==> config.mk <==
export PLATFORM = sky130hd
export DESIGN_NAME = ppm_stream_decoder_unit
export DESIGN_NICKNAME = d
export VERILOG_FILES = /design/src/sv/psd_pkg.sv /design/src/sv/ppm_stream_decoder_unit.sv /design/src/sv/psd_ctrl.sv /design/src/sv/psd_datapath.sv
export SDC_FILE = /design/constraint.sdc
export NUM_CORES = 1
export LEC_CHECK = 0
export ABC_AREA = 1
export BUFFER_PORTS_ARGS = -buffer_cell sky130_fd_sc_hd__buf_2
export CAP_MARGIN = 15
export CORE_MARGIN = 3
export CORE_UTILIZATION = 35
export DETAILED_ROUTE_END_ITERATION = 12
export GPL_TIMING_DRIVEN = 0
export PLACE_DENSITY = 0.52
export SYNTH_ARGS = -nofsm -noshare
export SYNTH_HDL_FRONTEND = slang
export SYNTH_SLANG_ARGS = --single-unit
==> constraint.sdc <==
create_clock -name clk_i -period 12.31 [get_ports clk_i]
set_input_delay 1.231 -clock clk_i [delete_from_list [all_inputs] [get_ports clk_i]]
set_output_delay 1.231 -clock clk_i [all_outputs]
set_load 0.01 [all_outputs]
==> src/sv/psd_pkg.sv <==
`timescale 1ns / 1ps
// ----------------------------------------------------------------------------
// psd_pkg
// Shared types and constants of the PPM stream decoder.
// ----------------------------------------------------------------------------
package psd_pkg;

  // parse phases
  localparam logic [2:0] PH_MAGIC  = 3'd0;
  localparam logic [2:0] PH_WIDTH  = 3'd1;
  localparam logic [2:0] PH_HEIGHT = 3'd2;
  localparam logic [2:0] PH_MAX    = 3'd3;
  localparam logic [2:0] PH_RAW    = 3'd4;
  localparam logic [2:0] PH_TEXT   = 3'd5;
  localparam logic [2:0] PH_DONE   = 3'd6;
  localparam logic [2:0] PH_ERROR  = 3'd7;

  // magic token progress
  localparam logic [1:0] MAG_NONE = 2'd0;
  localparam logic [1:0] MAG_P    = 2'd1;
  localparam logic [1:0] MAG_P6   = 2'd2;
  localparam logic [1:0] MAG_P3   = 2'd3;

  // result kinds
  localparam logic [1:0] KIND_HEADER = 2'd0;
  localparam logic [1:0] KIND_SAMPLE = 2'd1;
  localparam logic [1:0] KIND_ERROR  = 2'd2;

  // error codes
  localparam logic [2:0] ERR_MAGIC     = 3'd0;
  localparam logic [2:0] ERR_NUMBER    = 3'd1;
  localparam logic [2:0] ERR_MAXVAL    = 3'd2;
  localparam logic [2:0] ERR_DIMENSION = 3'd3;
  localparam logic [2:0] ERR_PIXELS    = 3'd4;
  localparam logic [2:0] ERR_SAMPLE    = 3'd5;
  localparam logic [2:0] ERR_TRUNCATED = 3'd6;

  // configuration register indexes
  localparam logic CFG_MAX_DIMENSION = 1'b0;
  localparam logic CFG_MAX_PIXELS    = 1'b1;

  localparam logic [14:0] MAX_DIMENSION_RESET = 15'd16384;
  localparam logic [24:0] MAX_PIXELS_RESET    = 25'd16777216;
  localparam logic [24:0] PIXEL_CAP           = 25'd22369621;
  localparam logic [7:0]  MAX_SAMPLE          = 8'd255;

  // bytes of interest
  localparam logic [7:0] CH_HASH  = 8'h23;
  localparam logic [7:0] CH_LF    = 8'h0A;
  localparam logic [7:0] CH_SPACE = 8'h20;
  localparam logic [7:0] CH_TAB   = 8'h09;
  localparam logic [7:0] CH_CR    = 8'h0D;
  localparam logic [7:0] CH_P     = 8'h50;
  localparam logic [7:0] CH_6     = 8'h36;
  localparam logic [7:0] CH_3     = 8'h33;
  localparam logic [7:0] CH_0     = 8'h30;
  localparam logic [7:0] CH_9     = 8'h39;

  // divider runs one quotient bit per cycle over a 16-bit dividend
  localparam logic [3:0]  DIV_LAST  = 4'd15;

  // datapath to controller
  typedef struct packed {
    logic emit;
    logic emit_div;
  } stat_t;

  // controller to datapath
  typedef struct packed {
    logic accept;
    logic div_step;
    logic div_last;
  } cmd_t;

  // parse context without the number accumulator
  typedef struct packed {
    logic [2:0]  phase;
    logic        in_comment;
    logic        tok_act;
    logic [1:0]  magic;
    logic        bin;
    logic [14:0] wid;
    logic [14:0] hgt;
    logic [7:0]  mx;
    logic [25:0] left;
  } ctx_t;

  // result of one beat before scaling
  typedef struct packed {
    logic       emit;
    logic [1:0] kind;
    logic [2:0] code;
    logic [7:0] smp;
    logic       last;
  } res_t;

endpackage

==> src/sv/ppm_stream_decoder_unit.sv <==
`timescale 1ns / 1ps
// ----------------------------------------------------------------------------
// ppm_stream_decoder_unit
// Streaming PPM (P6/P3) header parser and sample scaler.
// ----------------------------------------------------------------------------
// One file byte arrives per beat; an end-of-file beat closes the image and
// clears the parser for the next file. A beat that yields no result keeps
// input ready high. A header or error result is valid the cycle after its
// beat is taken. A sample first runs a bit-serial divider for the rounding
// scale to 0..255, and its result is valid when the divider finishes. Input
// ready stays low while a result is built or waits and returns the cycle
// after the result is taken. A new beat is taken only after the previous
// result has been delivered.
// Limit registers are written through cfg_we_i, cfg_index_i and cfg_data_i;
// the user must write them only while the block is idle, and the block
// itself does not enforce this.
module ppm_stream_decoder_unit #(
  parameter int unsigned NUMBER_BITS = 25
) (
  input  logic        clk_i,
  input  logic        rst_ni,
  input  logic        in_valid_i,
  output logic        in_ready_o,
  input  logic [7:0]  data_byte_i,
  input  logic        end_of_file_i,
  output logic        out_valid_o,
  input  logic        out_ready_i,
  output logic [1:0]  result_kind_o,
  output logic [7:0]  sample_value_o,
  output logic [14:0] image_width_o,
  output logic [14:0] image_height_o,
  output logic [7:0]  max_value_o,
  output logic        is_binary_o,
  output logic        last_sample_o,
  output logic [2:0]  error_code_o,
  input  logic        cfg_we_i,
  input  logic        cfg_index_i,
  input  logic [24:0] cfg_data_i
);

  psd_pkg::cmd_t  cmd;
  psd_pkg::stat_t stat;

  // sequencing
  psd_ctrl u_ctrl (
    .clk_i       (clk_i),
    .rst_ni      (rst_ni),
    .in_valid_i  (in_valid_i),
    .in_ready_o  (in_ready_o),
    .out_valid_o (out_valid_o),
    .out_ready_i (out_ready_i),
    .stat_i      (stat),
    .cmd_o       (cmd)
  );

  // parser and scaler
  psd_datapath #(
    .NB (NUMBER_BITS)
  ) u_datapath (
    .clk_i          (clk_i),
    .rst_ni         (rst_ni),
    .cmd_i          (cmd),
    .stat_o         (stat),
    .data_byte_i    (data_byte_i),
    .end_of_file_i  (end_of_file_i),
    .cfg_we_i       (cfg_we_i),
    .cfg_index_i    (cfg_index_i),
    .cfg_data_i     (cfg_data_i),
    .result_kind_o  (result_kind_o),
    .sample_value_o (sample_value_o),
    .image_width_o  (image_width_o),
    .image_height_o (image_height_o),
    .max_value_o    (max_value_o),
    .is_binary_o    (is_binary_o),
    .last_sample_o  (last_sample_o),
    .error_code_o   (error_code_o)
  );

endmodule

==> src/sv/psd_ctrl.sv <==
`timescale 1ns / 1ps
// ----------------------------------------------------------------------------
// psd_ctrl
// Handshake and sequencing: accept a beat, run the scaler, hold the result.
// ----------------------------------------------------------------------------
module psd_ctrl (
  input  logic            clk_i,
  input  logic            rst_ni,
  input  logic            in_valid_i,
  output logic            in_ready_o,
  output logic            out_valid_o,
  input  logic            out_ready_i,
  input  psd_pkg::stat_t  stat_i,
  output psd_pkg::cmd_t   cmd_o
);

  typedef enum logic [1:0] {
    ST_IDLE,
    ST_DIV,
    ST_OUT
  } state_e;

  state_e     state_q;
  logic [3:0] cnt_q;
  logic       in_ready_q;
  logic       out_valid_q;

  assign in_ready_o  = in_ready_q;
  assign out_valid_o = out_valid_q;

  // commands to the datapath
  always_comb begin
    cmd_o.accept   = in_valid_i & in_ready_q;
    cmd_o.div_step = (state_q == ST_DIV);
    cmd_o.div_last = (state_q == ST_DIV) && (cnt_q == psd_pkg::DIV_LAST);
  end

  // state, step counter and handshake flags
  always_ff @(posedge clk_i or negedge rst_ni) begin
    if (!rst_ni) begin
      state_q     <= ST_IDLE;
      cnt_q       <= '0;
      in_ready_q  <= 1'b1;
      out_valid_q <= 1'b0;
    end else begin
      case (state_q)
        ST_IDLE: begin
          if (in_valid_i && in_ready_q) begin
            if (stat_i.emit_div) begin
              state_q    <= ST_DIV;
              cnt_q      <= '0;
              in_ready_q <= 1'b0;
            end else if (stat_i.emit) begin
              state_q     <= ST_OUT;
              in_ready_q  <= 1'b0;
              out_valid_q <= 1'b1;
            end
          end
        end
        ST_DIV: begin
          cnt_q <= cnt_q + 4'd1;
          if (cnt_q == psd_pkg::DIV_LAST) begin
            state_q     <= ST_OUT;
            out_valid_q <= 1'b1;
          end
        end
        ST_OUT: begin
          if (out_ready_i) begin
            state_q     <= ST_IDLE;
            out_valid_q <= 1'b0;
            in_ready_q  <= 1'b1;
          end
        end
        default: begin
          state_q     <= ST_IDLE;
          in_ready_q  <= 1'b1;
          out_valid_q <= 1'b0;
        end
      endcase
    end
  end

endmodule

==> src/sv/psd_datapath.sv <==
`timescale 1ns / 1ps
// ----------------------------------------------------------------------------
// psd_datapath
// Byte parser, limit registers, sample scaler and result registers.
// ----------------------------------------------------------------------------
module psd_datapath #(
  parameter int unsigned NB = 25
) (
  input  logic           clk_i,
  input  logic           rst_ni,
  input  psd_pkg::cmd_t  cmd_i,
  output psd_pkg::stat_t stat_o,
  input  logic [7:0]     data_byte_i,
  input  logic           end_of_file_i,
  input  logic           cfg_we_i,
  input  logic           cfg_index_i,
  input  logic [24:0]    cfg_data_i,
  output logic [1:0]     result_kind_o,
  output logic [7:0]     sample_value_o,
  output logic [14:0]    image_width_o,
  output logic [14:0]    image_height_o,
  output logic [7:0]     max_value_o,
  output logic           is_binary_o,
  output logic           last_sample_o,
  output logic [2:0]     error_code_o
);

  localparam logic [NB+3:0] CAP = {4'b0, {NB{1'b1}}};

  psd_pkg::ctx_t ctx_q, ctx_d;
  logic [NB-1:0] tok_q, tok_d;
  psd_pkg::res_t res;
  logic [14:0]   max_dim_q;
  logic [24:0]   max_pix_q;
  logic [24:0]   pix_lim;

  // scaler and result registers
  logic [15:0] dvd_q;
  logic [7:0]  rem_q;
  logic [7:0]  den_q;
  logic [8:0]  rem_sh;
  logic        ge;
  logic [1:0]  kind_q;
  logic [7:0]  smp_q;
  logic [14:0] wid_q;
  logic [14:0] hgt_q;
  logic [7:0]  mx_q;
  logic        bin_q;
  logic        last_q;
  logic [2:0]  code_q;

  function automatic psd_pkg::res_t fail(input logic [2:0] code);
    psd_pkg::res_t r;
    r      = '0;
    r.emit = 1'b1;
    r.kind = psd_pkg::KIND_ERROR;
    r.code = code;
    return r;
  endfunction

  // range check and sample count update
  function automatic void give_sample(input psd_pkg::ctx_t c_in, input logic [NB-1:0] s,
                                      output psd_pkg::ctx_t c_out, output psd_pkg::res_t r);
    logic [7:0] mxe;
    c_out = c_in;
    r     = '0;
    mxe   = (c_in.mx == 8'd0) ? 8'd1 : c_in.mx;
    if (s > {{(NB-8){1'b0}}, mxe}) begin
      c_out.phase = psd_pkg::PH_ERROR;
      r           = fail(psd_pkg::ERR_SAMPLE);
    end else begin
      if (c_in.left != 26'd0) c_out.left = c_in.left - 26'd1;
      r.emit = 1'b1;
      r.kind = psd_pkg::KIND_SAMPLE;
      r.smp  = s[7:0];
      r.last = (c_out.left == 26'd0);
      if (r.last) c_out.phase = psd_pkg::PH_DONE;
    end
  endfunction

  // close the pending token
  function automatic void end_token(input psd_pkg::ctx_t c_in, input logic [NB-1:0] v,
                                    input logic [14:0] mdim, input logic [24:0] plim,
                                    output psd_pkg::ctx_t c_out, output psd_pkg::res_t r);
    logic [29:0] pixels;
    c_out         = c_in;
    c_out.tok_act = 1'b0;
    r             = '0;
    pixels        = c_in.wid * v[14:0];
    case (c_in.phase)
      psd_pkg::PH_MAGIC: begin
        if (c_in.magic == psd_pkg::MAG_P6) begin
          c_out.bin   = 1'b1;
          c_out.phase = psd_pkg::PH_WIDTH;
        end else if (c_in.magic == psd_pkg::MAG_P3) begin
          c_out.bin   = 1'b0;
          c_out.phase = psd_pkg::PH_WIDTH;
        end else begin
          c_out.phase = psd_pkg::PH_ERROR;
          r           = fail(psd_pkg::ERR_MAGIC);
        end
      end
      psd_pkg::PH_WIDTH, psd_pkg::PH_HEIGHT: begin
        if (v == '0) begin
          c_out.phase = psd_pkg::PH_ERROR;
          r           = fail(psd_pkg::ERR_NUMBER);
        end else if (v > {{(NB-15){1'b0}}, mdim}) begin
          c_out.phase = psd_pkg::PH_ERROR;
          r           = fail(psd_pkg::ERR_DIMENSION);
        end else if (c_in.phase == psd_pkg::PH_WIDTH) begin
          c_out.wid   = v[14:0];
          c_out.phase = psd_pkg::PH_HEIGHT;
        end else begin
          c_out.hgt = v[14:0];
          if (pixels > {5'b0, plim}) begin
            c_out.phase = psd_pkg::PH_ERROR;
            r           = fail(psd_pkg::ERR_PIXELS);
          end else begin
            c_out.left  = {1'b0, pixels[24:0]} + {pixels[24:0], 1'b0};
            c_out.phase = psd_pkg::PH_MAX;
          end
        end
      end
      psd_pkg::PH_MAX: begin
        if (v == '0) begin
          c_out.phase = psd_pkg::PH_ERROR;
          r           = fail(psd_pkg::ERR_NUMBER);
        end else if (v > {{(NB-8){1'b0}}, psd_pkg::MAX_SAMPLE}) begin
          c_out.phase = psd_pkg::PH_ERROR;
          r           = fail(psd_pkg::ERR_MAXVAL);
        end else begin
          c_out.mx    = v[7:0];
          c_out.phase = c_in.bin ? psd_pkg::PH_RAW : psd_pkg::PH_TEXT;
          r.emit      = 1'b1;
          r.kind      = psd_pkg::KIND_HEADER;
        end
      end
      psd_pkg::PH_TEXT: begin
        give_sample(c_in, v, c_out, r);
        c_out.tok_act = 1'b0;
      end
      default: ;
    endcase
  endfunction

  assign pix_lim = (max_pix_q > psd_pkg::PIXEL_CAP) ? psd_pkg::PIXEL_CAP : max_pix_q;

  // one beat of parsing
  always_comb begin
    psd_pkg::ctx_t c1;
    psd_pkg::res_t r1;
    logic          is_space;
    logic          done;
    logic [NB+3:0] acc;
    ctx_d    = ctx_q;
    tok_d    = tok_q;
    res      = '0;
    c1       = ctx_q;
    r1       = '0;
    done     = (ctx_q.phase == psd_pkg::PH_DONE) || (ctx_q.phase == psd_pkg::PH_ERROR);
    is_space = (data_byte_i == psd_pkg::CH_SPACE) ||
               ((data_byte_i >= psd_pkg::CH_TAB) && (data_byte_i <= psd_pkg::CH_CR));
    acc      = {1'b0, tok_q, 3'b0} + {3'b0, tok_q, 1'b0}
             + {{(NB-4){1'b0}}, data_byte_i - psd_pkg::CH_0};
    if (end_of_file_i) begin
      if (!done) begin
        if (ctx_q.tok_act) begin
          end_token(ctx_q, tok_q, max_dim_q, pix_lim, c1, r1);
        end
        if (ctx_q.tok_act && ((c1.phase == psd_pkg::PH_DONE) ||
                              (c1.phase == psd_pkg::PH_ERROR))) begin
          res = r1;
        end else begin
          res = fail(psd_pkg::ERR_TRUNCATED);
        end
      end
      ctx_d = '0;
      tok_d = '0;
    end else if (done) begin
      res = '0;
    end else if (ctx_q.in_comment) begin
      if (data_byte_i == psd_pkg::CH_LF) ctx_d.in_comment = 1'b0;
    end else if (ctx_q.phase == psd_pkg::PH_RAW) begin
      give_sample(ctx_q, {{(NB-8){1'b0}}, data_byte_i}, ctx_d, res);
    end else if (is_space || (data_byte_i == psd_pkg::CH_HASH)) begin
      if (ctx_q.tok_act) begin
        end_token(ctx_q, tok_q, max_dim_q, pix_lim, ctx_d, res);
        tok_d = '0;
      end
      if (data_byte_i == psd_pkg::CH_HASH) ctx_d.in_comment = 1'b1;
    end else begin
      ctx_d.tok_act = 1'b1;
      if (ctx_q.phase == psd_pkg::PH_MAGIC) begin
        if ((ctx_q.magic == psd_pkg::MAG_NONE) && (data_byte_i == psd_pkg::CH_P)) begin
          ctx_d.magic = psd_pkg::MAG_P;
        end else if ((ctx_q.magic == psd_pkg::MAG_P) && (data_byte_i == psd_pkg::CH_6)) begin
          ctx_d.magic = psd_pkg::MAG_P6;
        end else if ((ctx_q.magic == psd_pkg::MAG_P) && (data_byte_i == psd_pkg::CH_3)) begin
          ctx_d.magic = psd_pkg::MAG_P3;
        end else begin
          ctx_d.phase = psd_pkg::PH_ERROR;
          res         = fail(psd_pkg::ERR_MAGIC);
        end
      end else if ((data_byte_i < psd_pkg::CH_0) || (data_byte_i > psd_pkg::CH_9)) begin
        ctx_d.phase = psd_pkg::PH_ERROR;
        res         = fail(psd_pkg::ERR_NUMBER);
      end else begin
        tok_d = (acc > CAP) ? CAP[NB-1:0] : acc[NB-1:0];
      end
    end
  end

  always_comb begin
    stat_o.emit     = res.emit;
    stat_o.emit_div = res.emit && (res.kind == psd_pkg::KIND_SAMPLE);
  end

  // parse state and limit registers
  always_ff @(posedge clk_i or negedge rst_ni) begin
    if (!rst_ni) begin
      ctx_q     <= '0;
      tok_q     <= '0;
      max_dim_q <= psd_pkg::MAX_DIMENSION_RESET;
      max_pix_q <= psd_pkg::MAX_PIXELS_RESET;
    end else begin
      if (cmd_i.accept) begin
        ctx_q <= ctx_d;
        tok_q <= tok_d;
      end
      if (cfg_we_i) begin
        case (cfg_index_i)
          psd_pkg::CFG_MAX_DIMENSION: max_dim_q <= cfg_data_i[14:0];
          psd_pkg::CFG_MAX_PIXELS:    max_pix_q <= cfg_data_i;
          default: ;
        endcase
      end
    end
  end

  // restoring divider step: one quotient bit per cycle
  assign rem_sh = {rem_q, dvd_q[15]};
  assign ge     = (rem_sh >= {1'b0, den_q});

  // scaler and result registers
  always_ff @(posedge clk_i) begin
    if (cmd_i.accept && res.emit) begin
      kind_q <= res.kind;
      code_q <= res.code;
      last_q <= res.last;
      smp_q  <= '0;
      if (res.kind == psd_pkg::KIND_HEADER) begin
        wid_q <= ctx_d.wid;
        hgt_q <= ctx_d.hgt;
        mx_q  <= ctx_d.mx;
        bin_q <= ctx_d.bin;
      end else begin
        wid_q <= '0;
        hgt_q <= '0;
        mx_q  <= '0;
        bin_q <= 1'b0;
      end
      // s*255 + max/2 over max
      den_q <= (ctx_q.mx == 8'd0) ? 8'd1 : ctx_q.mx;
      dvd_q <= {res.smp, 8'b0} - {8'b0, res.smp}
             + {8'b0, ((ctx_q.mx == 8'd0) ? 8'd1 : ctx_q.mx) >> 1};
      rem_q <= '0;
    end else if (cmd_i.div_step) begin
      rem_q <= ge ? 8'(rem_sh - {1'b0, den_q}) : rem_sh[7:0];
      dvd_q <= {dvd_q[14:0], ge};
      if (cmd_i.div_last) smp_q <= {dvd_q[6:0], ge};
    end
  end

  assign result_kind_o  = kind_q;
  assign sample_value_o = smp_q;
  assign image_width_o  = wid_q;
  assign image_height_o = hgt_q;
  assign max_value_o    = mx_q;
  assign is_binary_o    = bin_q;
  assign last_sample_o  = last_q;
  assign error_code_o   = code_q;

endmodule

==> flow_summary_export.csv <==
group,metric,value,unit
clocking,htreeDepth,1,
logic_synthesis,yosys_warnings,0,
timing,min_period_over_period,0.881,
clocking,cts_resized,0,
power_and_ir_drop,p_leak,15.2,nW
global_route,grtUsageMet3,0.0256,
power_and_ir_drop,power_density,200,nW/um2
finish,area_growth,10.6,%
logic_synthesis,synth_edf_count,69,
logic_synthesis,synth_top_area_share,0.139,
timing,slew_viol_final,0,
critical_path,setup.worst_path.start,"u_datapath.tok_q[7]",
timing,hold_violations,0,
clocking,cts_tree,"built",
critical_path,crit_path_top_delay_cell,"clkbuf_1",
critical_path,arrival,11180,ps
clocking,numClockSinks,230,
global_route,met1_usage,0.291,
clocking,post_cts_buffers,0,
routing,wl,82200,um
global_route,grt_pass1_vias,22870,
critical_path,crit_required,12640,ps
finish,final_layout_size_suffix_gt1_frac,0.0688,
routing,viasPerCell,5.02,
routing,ant_nets,0,
global_route,grt_busiest_layer,"met2",
global_route,grt.total_usage,0.213,
logic_synthesis,synth_ff_type,"dfrtp_1",
logic_synthesis,async_flop_share,0.630,
timing,post-route-min-period,10850,ps
routing,post_drt_wl_per_cell,17.7,um
critical_path,reg2regPathDepth,47,
routing,dr.pass1.iters,5,
floorplan,ioPinCount,95,
critical_path,crit_path_end,"u_datapath.dvd_q[9]",
routing,via_count,23306,
floorplan,fp.dieW,277,um
global_route,grt_max_degree,104,
logic_synthesis,synth.avg_cell_area,7.24,um2
finish,design_area,28400,um2
critical_path,r2r_start,"u_datapath.tok_q[7]",
timing,setup_tns,0,ps
clocking,cts_made_buffers,31,
logic_synthesis,yosys.area.top_type,"dfrtp_1",
logic_synthesis,synthTopCellsByArea,"dfrtp_1, fa_1, nand2_1",
logic_synthesis,synthDistinctLibCells,63,
critical_path,crit_fanout,10,
global_route,met2_usage,0.359,
logic_synthesis,synth-seq-cells,230,
logic_synthesis,ys_seq_area_frac,0.235,
timing,finalClockSkew,34.6,ps
placed_design,gp_congestion,0.954,
placed_design,port_buffers,93,
clocking,hold_buffers,0,
run,maxCapViolCount,0,
timing,rsz0062_at_grt,"false",
clocking,clkLatencyLatePin,590,ps
clocking,clk_pin_slew,60,ps
power_and_ir_drop,ir_drop,0.000194,V
floorplan,row_count,98,
global_route,antenna_found_initial,0,
global_route,grt_pass1_wl,130000,um
finish,final_nets,4123,
min_path,hold_class,"register to register",
critical_path,r2r_setup_slack,1460,ps
logic_synthesis,synth_nets,3994,
timing,worstMarginPinSlew,947,ps
clocking,clockRootBuffer,"clkbuf_16",
critical_path,endpoint_kind,"register",
placed_design,place_area,27300,um2
critical_path,max_stage_delay,760,ps
floorplan,core,72000,um2
routing,drcViolationCount,0,
critical_path,crit_path_start_kind,"register",
logic_synthesis,syn_area,25600,um2
critical_path,reg2reg_to,"u_datapath.dvd_q[9]",
timing,finalSetupViolations,0,
floorplan,die_area,76500,um2
global_route,grt_overflow,0,
routing,drt_iter0_drc,1839,
critical_path,critPathKind,"register to register",
floorplan,fp.dieH,277,um
min_path,min_from,"u_datapath.max_dim_q[13]",
timing,fmax,92.2,MHz
critical_path,crit_path_frequent_cell,"nand2_1",
placed_design,hpwl,66100,um
floorplan,floorplan.initialDensity,0.356,
logic_synthesis,synthCells,3539,
timing,slew_headroom,0.368,
clocking,cts_max_path_buffers,3,
run_status,status,"completed",
==> power by group <==
group          internal, mW  switching [mW]  leakage [nW]
Clock                 0.511           0.378         0.495
Combinational          1.06            2.48          12.0
Sequential             1.02           0.225          2.69
==> how the worst min path moves through the flow <==
stage,end,cells after the start
CTS,u_datapath.ctx_q[43],2
detailed placement,u_datapath.ctx_q[43],2
global route,u_datapath.ctx_q[45],2
floorplan,u_datapath.rem_q[1],2
finish,u_datapath.max_dim_q[13],2
global placement,u_datapath.ctx_q[42],2
==> per-layer routing <==
metal	vias up	wire, um
met5	-	0
met4	0	2130
met3	100	4400
met2	560	38400
met1	11175	37300
li1	11471	-
==> state kept, by name (all words and copies together) (netlist names), 15 cells and up <==
| signal | flops |
|---|---|
| u_datapath.image_width_o | 15 |
| u_datapath.max_dim_q | 15 |
| u_datapath.image_height_o | 15 |
| u_datapath.ctx_q | 72 |
| u_datapath.dvd_q | 16 |
| u_datapath.max_pix_q | 25 |
| u_datapath.tok_q | 25 |
==> cells by family after synthesis <==
group	synth area share
AO/OA/AOI/OAI	0.131
XOR/XNOR	0.0263
adder cells (fa/ha/maj)	0.254
buffers and inverters	0.125
flip-flops	0.235
multiplexers	0.00307
AND/OR/NAND/NOR	0.225
==> critical path: cells and delay by family, from the launching register on <==
kind,cells,cell delay (ps)
buffers and inverters,6,1540
DFF,1,640
adders and majority gates,9,3880
and+or+nand+nor,26,3390
AOI/OAI and AO/OA,5,710
xor gates and xnor gates,1,400
==> final cells by class <==
type | instances | area, um2
fill | 7678 | 43600
multi-input combinational | 2469 | 16400
sequential | 230 | 6020
inverter | 703 | 2640
tap | 950 | 1190
clock buffer | 36 | 836
buffer | 137 | 567
timing repair buffer | 96 | 519
clock inverter | 22 | 174
antenna | 1 | 2.50
==> layout by cell type (no fill, tap or decap), types with 6 or more instances in the layout <==
| cell | count |
|---|---|
| o211ai_1 | 30 |
| or2_2 | 10 |
| buf_1 | 9 |
| nor2_4 | 14 |
| nor2_2 | 9 |
| fa_1 | 176 |
| ha_1 | 239 |
| nand3_2 | 11 |
| o21bai_1 | 7 |
| nand2_1 | 834 |
| clkbuf_1 | 117 |
| dfxtp_1 | 16 |
| nor3_1 | 24 |
| inv_1 | 693 |
| a31oi_1 | 14 |
| clkbuf_16 | 32 |
| nor4_1 | 18 |
| nand2_2 | 15 |
| xnor2_1 | 36 |
| edfxtp_1 | 69 |
| nand4_1 | 38 |
| a32oi_1 | 7 |
| buf_2 | 101 |
| xor2_1 | 41 |
| o21ai_1 | 6 |
| mux2_2 | 7 |
| dfrtp_1 | 142 |
| o21ai_0 | 268 |
| nor2_1 | 252 |
| o22ai_1 | 20 |
| inv_2 | 10 |
| nand3_1 | 109 |
| a21oi_1 | 221 |
==> cells in the mapped netlist (4+ instances only) <==
cell      count
xnor2_1      36
nand3b_1      5
nand4_1      38
edfxtp_1     69
nor4_1       18
o31ai_1       4
a21oi_1     221
xor2_1       41
nor3_1       24
or2_2        10
inv_1       693
a32oi_1       7
a22o_1        5
inv_2        10
o22ai_1      20
buf_1         9
dfxtp_1      16
nand3_1     109
a31oi_1      14
dfrtp_1     142
o21ai_0     268
ha_1        239
nor2_4       14
mux2_2        7
fa_1        176
nor2_1      252
buf_2         9
nor2_2        9
o21ai_1       6
a211oi_1      4
nand3_2      11
nand2_2      15
o21bai_1      7
nand2_1     834
o211ai_1     30
a22oi_1       5
clkbuf_1    115
==> stage by stage <==
stage / instances / utilization / hold WS (ps) / setup slack (ps) / total power [mW]
floorplan: 3539 / - / 440 / 3770 / 3.66
global placement: 4582 / 0.379 / 465 / 1480 / 4.75
detailed placement: 4585 / 0.380 / 473 / 1470 / 4.74
CTS: 4643 / 0.394 / 487 / 1470 / 5.66
global route: 4643 / 0.394 / 509 / 497 / 6.20
finish: 4644 / 0.394 / 482 / 1460 / 5.68
(Power assumes the default switching activity.)
